`src/rtl/core/cmfp_pkg.sv`:
```
`timescale 1ns / 1ps

package cmfp_pkg;

  localparam int unsigned COMPONENT_BITS_DEF = 24;
  localparam int unsigned FRACTION_BITS_DEF  = 16;
  localparam int unsigned THRESH_W           = 48;

  typedef enum logic [2:0] {
    FACE_POS_X = 3'd0,
    FACE_NEG_X = 3'd1,
    FACE_POS_Y = 3'd2,
    FACE_NEG_Y = 3'd3,
    FACE_POS_Z = 3'd4,
    FACE_NEG_Z = 3'd5
  } face_e;

endpackage

```
`src/rtl/core/cmfp_ratio_pipe.sv`:
```
`timescale 1ns / 1ps

// Pipelined restoring divider for one face coordinate. The numerator is never
// larger than the denominator, so the quotient num * 2^F / den fits in F+1 bits
// and never exceeds one. One quotient bit is resolved per stage, then the sign
// is applied in a last stage.
module cmfp_ratio_pipe #(
  parameter int unsigned COMPONENT_BITS = cmfp_pkg::COMPONENT_BITS_DEF,
  parameter int unsigned FRACTION_BITS  = cmfp_pkg::FRACTION_BITS_DEF
) (
  input  logic                                 clk_i,
  input  logic [COMPONENT_BITS-1:0]            num_i,
  input  logic [COMPONENT_BITS-1:0]            den_i,
  input  logic                                 neg_i,
  output logic signed [FRACTION_BITS+1:0]      coord_o
);

  import cmfp_pkg::*;

  localparam int unsigned CB    = COMPONENT_BITS;
  localparam int unsigned F     = FRACTION_BITS;
  localparam int unsigned Steps = F + 1;

  logic [CB:0]   rem_q [Steps-1];
  logic [CB-1:0] den_q [Steps-1];
  logic [F:0]    quo_q [Steps];
  logic          neg_q [Steps];

  logic signed [F+1:0] coord_q;

  for (genvar k = 0; k < Steps; k++) begin : g_step
    logic [CB:0]   rem_in;
    logic [CB-1:0] den_in;
    logic [F:0]    quo_in;
    logic          neg_in;
    logic          ge;

    if (k == 0) begin : g_first
      assign rem_in = {1'b0, num_i};
      assign den_in = den_i;
      assign quo_in = '0;
      assign neg_in = neg_i;
    end else begin : g_next
      assign rem_in = rem_q[k-1];
      assign den_in = den_q[k-1];
      assign quo_in = quo_q[k-1];
      assign neg_in = neg_q[k-1];
    end

    assign ge = rem_in >= {1'b0, den_in};

    always_ff @(posedge clk_i) begin
      quo_q[k] <= {quo_in[F-1:0], ge};
      neg_q[k] <= neg_in;
    end

    if (k < Steps - 1) begin : g_carry
      logic [CB-1:0] diff;
      logic [CB-1:0] keep;

      // After a subtraction the remainder is below the denominator, so its top bit is clear.
      assign diff = rem_in[CB-1:0] - den_in;
      assign keep = ge ? diff : rem_in[CB-1:0];

      always_ff @(posedge clk_i) begin
        rem_q[k] <= {keep, 1'b0};
        den_q[k] <= den_in;
      end
    end
  end

  always_ff @(posedge clk_i) begin
    if (neg_q[Steps-1]) begin
      coord_q <= -$signed({1'b0, quo_q[Steps-1]});
    end else begin
      coord_q <= $signed({1'b0, quo_q[Steps-1]});
    end
  end

  assign coord_o = coord_q;

endmodule

```
`config.mk`:
```
export PLATFORM = sky130hd
export DESIGN_NAME = cmfp_ratio_pipe
export DESIGN_NICKNAME = d
export VERILOG_FILES = /design/src/rtl/core/cmfp_pkg.sv /design/src/rtl/core/cmfp_ratio_pipe.sv
export SDC_FILE = /design/constraint.sdc
export NUM_CORES = 2
export LEC_CHECK = 0
export BUFFER_PORTS_ARGS = -buffer_cell sky130_fd_sc_hd__buf_2
export CAP_MARGIN = 30
export CORE_ASPECT_RATIO = 1.2
export CORE_MARGIN = 3
export CORE_UTILIZATION = 59
export CTS_CLUSTER_SIZE = 16
export DETAILED_ROUTE_END_ITERATION = 8
export PLACE_DENSITY = 0.75
export SLEW_MARGIN = 20
export SYNTH_ARGS = -nofsm -noshare
export SYNTH_HDL_FRONTEND = slang
export SYNTH_SLANG_ARGS = --single-unit
```
`constraint.sdc`:
```
create_clock -name clk_i -period 4.4 [get_ports clk_i]
set_input_delay 0.88 -clock clk_i [delete_from_list [all_inputs] [get_ports clk_i]]
set_output_delay 0.88 -clock clk_i [all_outputs]
set_load 0.05 [all_outputs]
```
After elaboration in Yosys (flattened, before gate mapping)
Memories as Yosys holds them, arrays and structs flattened.
Cells that the tools add are included.
- flip-flop bits (word level): 18
- memory bits (writable): 1074
- bits of input ports: 50
- memories: 4
- add/subtract/negate cells: 17
- $lt $le $gt $ge: 17
- mux-type cells: 17
- memory list (name ; depth ; width ; rd ports ; clocked after Yosys merged registers in ; wr ports ; line ; source):
    den_q ; 16 ; 24 ; 16 ; 0 ; 16 ; cmfp_ratio_pipe.sv:25 ; logic [CB-1:0] den_q [Steps-1];
    rem_q ; 16 ; 24 ; 16 ; 0 ; 16 ; cmfp_ratio_pipe.sv:24 ; logic [CB:0] rem_q [Steps-1];
    quo_q ; 17 ; 17 ; 17 ; 0 ; 17 ; cmfp_ratio_pipe.sv:26 ; logic [F:0] quo_q [Steps];
    neg_q ; 17 ; 1 ; 17 ; 0 ; 17 ; cmfp_ratio_pipe.sv:27 ; logic neg_q [Steps];
- operators with widths (cell ; count):
    $ge 25x24->1 ; 16
    $mux 24 ; 16
    $sub 24x24->24 ; 16
    $ge 24x24->1 ; 1
    $neg 17->18 ; 1
    $mux 17 ; 1

Longest topological paths before layout
An unclocked memory read counts as a cell.
- word-level depth: 3
- gate-level depth with buffers: 14

Least setup slack after synthesis
Ideal clock, no wire load.
- path kind: input-to-reg
- from: input den_i[1]
- to: memory rem_q[0][23] (netlist name)
- setup time: 0.062 ns
- arrival: 3.305 ns
- required time: 4.338 ns
- slack: 1.033 ns
- cell stages on the path: 11
- path buffers: 0
- cells stage by stage: inv_1 > ha_1 > nor2b_1 > o211a_1 > o21a_1 > a211oi_2 > o21ai_1 > a311o_1 > a41o_1 > or4_1 > nand3_1
- RTL lines (what ; line ; source):
    from (decl) ; cmfp_ratio_pipe.sv:13 ; input logic [COMPONENT_BITS-1:0] den_i,
    to (decl) ; cmfp_ratio_pipe.sv:24 ;

==> run_results.csv <==
group,metric,value,unit
critical_path,rr_startpoint,"den_q[1][25]$_DFF_P_",
outcome,run_status,"completed",
timing,final_hold_viols,0,
floorplan,floorplan.core_area,74200,um2
yosys,synth-adder-area-share,12.2,%
clock_network,cts.reportedPaths.clkPinSlew,0.06,ns
critical_path,worst_ep_arrival_time,4.12,ns
drt,vias_per_cell,5.61,
layout,layout-drive-gt1-share,9.93,%
yosys,synth_nets,5137,
yosys,asyncSetResetFlopFracSynth,0,%
floorplan,die_y,307,um
yosys,syn_area_per_cell,9.53,um2
critical_path,cp-end-kind,"flop",
yosys,synth_ff_type,"dfxtp_1",
critical_path,path_class,"flop to flop",
drt,totalWireLength,99100,um
layout,layout.cells.most_common,"dfxtp_1",
hold_path,worst_hold_path_type,"flop to flop",
critical_path,setup_slack_on_the_worst_flop_to_flop_path,0.83,ns
yosys,synthDistinctLibCells,91,
yosys,area_of_the_mapped_netlist,44400,um2
clock_network,cts-htree-levels,3,
floorplan,floorplan.die.width,257,um
layout,postLayoutCoreUtil,66.3,%
drt,route.detailed.drc,0,
timing,layout_worst_path_cycle_share,81.2,%
timing,fmaxAchievable,280,MHz
timing,hold_slack,0.278,ns
drt,met3_wire_length,3060,um
floorplan,floorplan.io_pins,68,
timing,final.setup.tns,0,ns
pwr,power_density,850,nW/um2
grt,antenna_violations_before_repair,2,
layout,fillCellCount,5947,
yosys,synth_compound_gate_area_share,17.0,%
timing,worst_clock_skew,0.0791,ns
critical_path,rr_endpoint,"rem_q[1][56]$_DFF_P_",
drt,drt_iter0_drc,1892,
clock_network,ctsRootBufferMaster,"clkbuf_16",
job,max_cap_violations,0,
yosys,synth.area.mux_share,5.77,%
layout,layout.cells.most_common_list,"dfxtp_1 (956), inv_1 (508), ha_1 (408)",
yosys,synth_seq_cells,956,
grt,grt_pass1_vias,33200,
placed_design,dp.final_hpwl,76300,um
grt,grt_resource_usage_total,25.0,%
layout,design.final.nets,5232,
grt,grt_max_degree,46,
critical_path,crit_end,"rem_q[1][56]$_DFF_P_",
drt,m1WireLength,36900,um
yosys,biggest_area_consumer_among_synthesized_cells,"dfxtp_1",
yosys,synth_xor_xnor_area_share,6.15,%
drt,met2RoutedLength,53000,um
grt,overflow,0,
timing,timing.final.setup_violations,0,
clock_network,post-cts-setup-buffers,0,
clock_network,post_cts_hold_buffers,0,
clock_network,cts.sink_count,956,
floorplan,placement_rows,109,
drt,routedWlPerCell,17.0,um
yosys,synth-seq-area-share,43.1,%
layout,layout-area-overhead-vs-synth,10.8,%
drt,top_metal_used,"met4",
drt,vias,32700,
clock_network,clock_tree_from_tritoncts,"done",
floorplan,fp.dieArea,78700,um2
drt,drt_pre_antenna_iters,5,
clock_network,insertion_delay,0.70,ns
layout,antenna_cells,0,
yosys,post-synth-top-area-fraction,43.1,%
critical_path,setup.worst_path.start_class,"flop",
yosys,synth-edff-count,0,
timing,grt_setup_unrepaired,"false",
placed_design,port_buffers,67,
pwr,leakage,22.9,nW
grt,grt_first_pass_wirelength,162000,um
critical_path,cp_max_fo,25,
yosys,synth_warnings,0,
clock_network,ctsLongestPathBuffers,3,
critical_path,reg2reg_depth,13,
placed_design,dp.cells,5661,
yosys,dominant_combinational_cell_family_by_area_after_synthesis,"compound AO/OA/AOI/OAI gates",
timing,timing_max_transition_violations_final,0,
critical_path,required_time_worst_endpoint,4.95,ns
yosys,post_synth_and_or_nand_nor_area_fraction,10.6,%
pwr,maximum_ir_drop_on_the_vdd_rail,0.658,mV
yosys,post_synth_inst_count,4663,
clock_network,tritoncts.num_buffers,94,
yosys,ys_top_cells_by_area,"dfxtp_1 (43%), ha_1 (11%), mux2_2 (4.4%)",
timing,period_needed,3.57,ns
layout,multi_input_comb_area,23100,um2
clock_network,post_cts.resized_instances,0,
layout,final-instance-count-excl-fill,5834,
timing,worst_slew_pin_slew,0.875,ns
critical_path,timing.critical_path.from,"den_q[1][25]$_DFF_P_",
pwr,post-layout-total-power,41.8,mW
drt,drt.antenna.violating_nets,0,
layout,layout.area.seq,19100,um2
timing,relSlewSlack,41.2,%
floorplan,initial_core_util,59.9,%
placed_design,place_congestion,0.905,
==> per-layer routing <==
metal	up-vias	global-route usage [%]
met4	0	14.7
met5	-	0
met2	643	49.1
met3	307	3.15
li1	16400	-
met1	15400	25.0
==> power breakdown <==
group          total (mW)  internal (mW)  switching [mW]
Clock                8.39           4.90            3.50
Combinational        20.4           9.41            10.9
Sequential           13.1           11.6            1.51
==> cells in the mapped netlist, drive strengths merged, types with 60 or more instances <==
cell and count:
o21a 71, xor2 110, mux2 210, nand3 75
nor3 68, a21oi 345, o21ai 256, dfxtp 956
ha 408, nand2b 61, clkbuf 60, inv 508
a21o 178, nand2 260, nor2 263, nor2b 60
xnor2 202
==> registers in the layout, summed over array words and instances (netlist names) <==
register / cells
neg_q: 17
den_q: 384
quo_q: 153
rem_q: 384
coord_o: 18
==> worst min-delay path by stage <==
stage | start | cells past startpoint | slack [ns] | to
floorplan | neg_q[9]$_DFF_P_ | 0 | 0.31 | neg_q[10]$_DFF_P_
global placement | quo_q[12][12]$_DFF_P_ | 0 | 0.31 | quo_q[13][13]$_DFF_P_
detailed placement | neg_q[15]$_DFF_P_ | 0 | 0.31 | neg_q[16]$_DFF_P_
CTS | neg_q[3]$_DFF_P_ | 0 | 0.27 | neg_q[4]$_DFF_P_
global route | quo_q[2][1]$_DFF_P_ | 0 | 0.28 | quo_q[3][2]$_DFF_P_
finish | quo_q[2][1]$_DFF_P_ | 0 | 0.28 | quo_q[3][2]$_DFF_P_
==> metrics by stage <==
| step | instance area (um2) | worst slack, ns |
|---|---|---|
| 2_1_floorplan | 44400 | 1.03 |
| 3_3_place_gp | 45900 | 0.650 |
| 3_5_place_dp | 45900 | 0.619 |
| 4_1_cts | 49200 | 0.849 |
| 5_1_grt | 49200 | 0.615 |
| 6_report | 49200 | 0.828 |
==> cell type report <==
cell class,instances,share of cell area [%]
sequential,956,38.9
inverter,508,3.87
clock inverter,47,1.44
multi-input combinational,3108,46.9
timing repair buffer,90,1.08
tap,999,2.54
clock buffer,126,5.33
==> critical path: stages, from the launching register on <==
cell	delay, ns
dfxtp_1	0.36
inv_1	0.06
ha_1	0.29
nor2b_1	0.15
o21a_1	0.20
o21ai_0	0.24
buf_4	0.18
a211o_1	0.20
a41oi_2	0.21
a21oi_1	0.38
a21oi_1	0.17
a2111oi_4	0.21
buf_4	0.38
mux2_2	0.38
==> cell families (layout without fill, tap and decap cells) <==
| group | after synthesis | count (layout) |
|---|---|---|
| AO/OA/AOI/OAI | 1166 | 1166 |
| AND/OR/NAND/NOR | 980 | 980 |
| flip-flops | 956 | 956 |
| buffers and inverters | 599 | 771 |
| adder cells (fa/ha/maj) | 424 | 424 |
| XOR/XNOR | 312 | 312 |
| multiplexers | 226 | 226 |
Power figures use the tool's default switching activity.
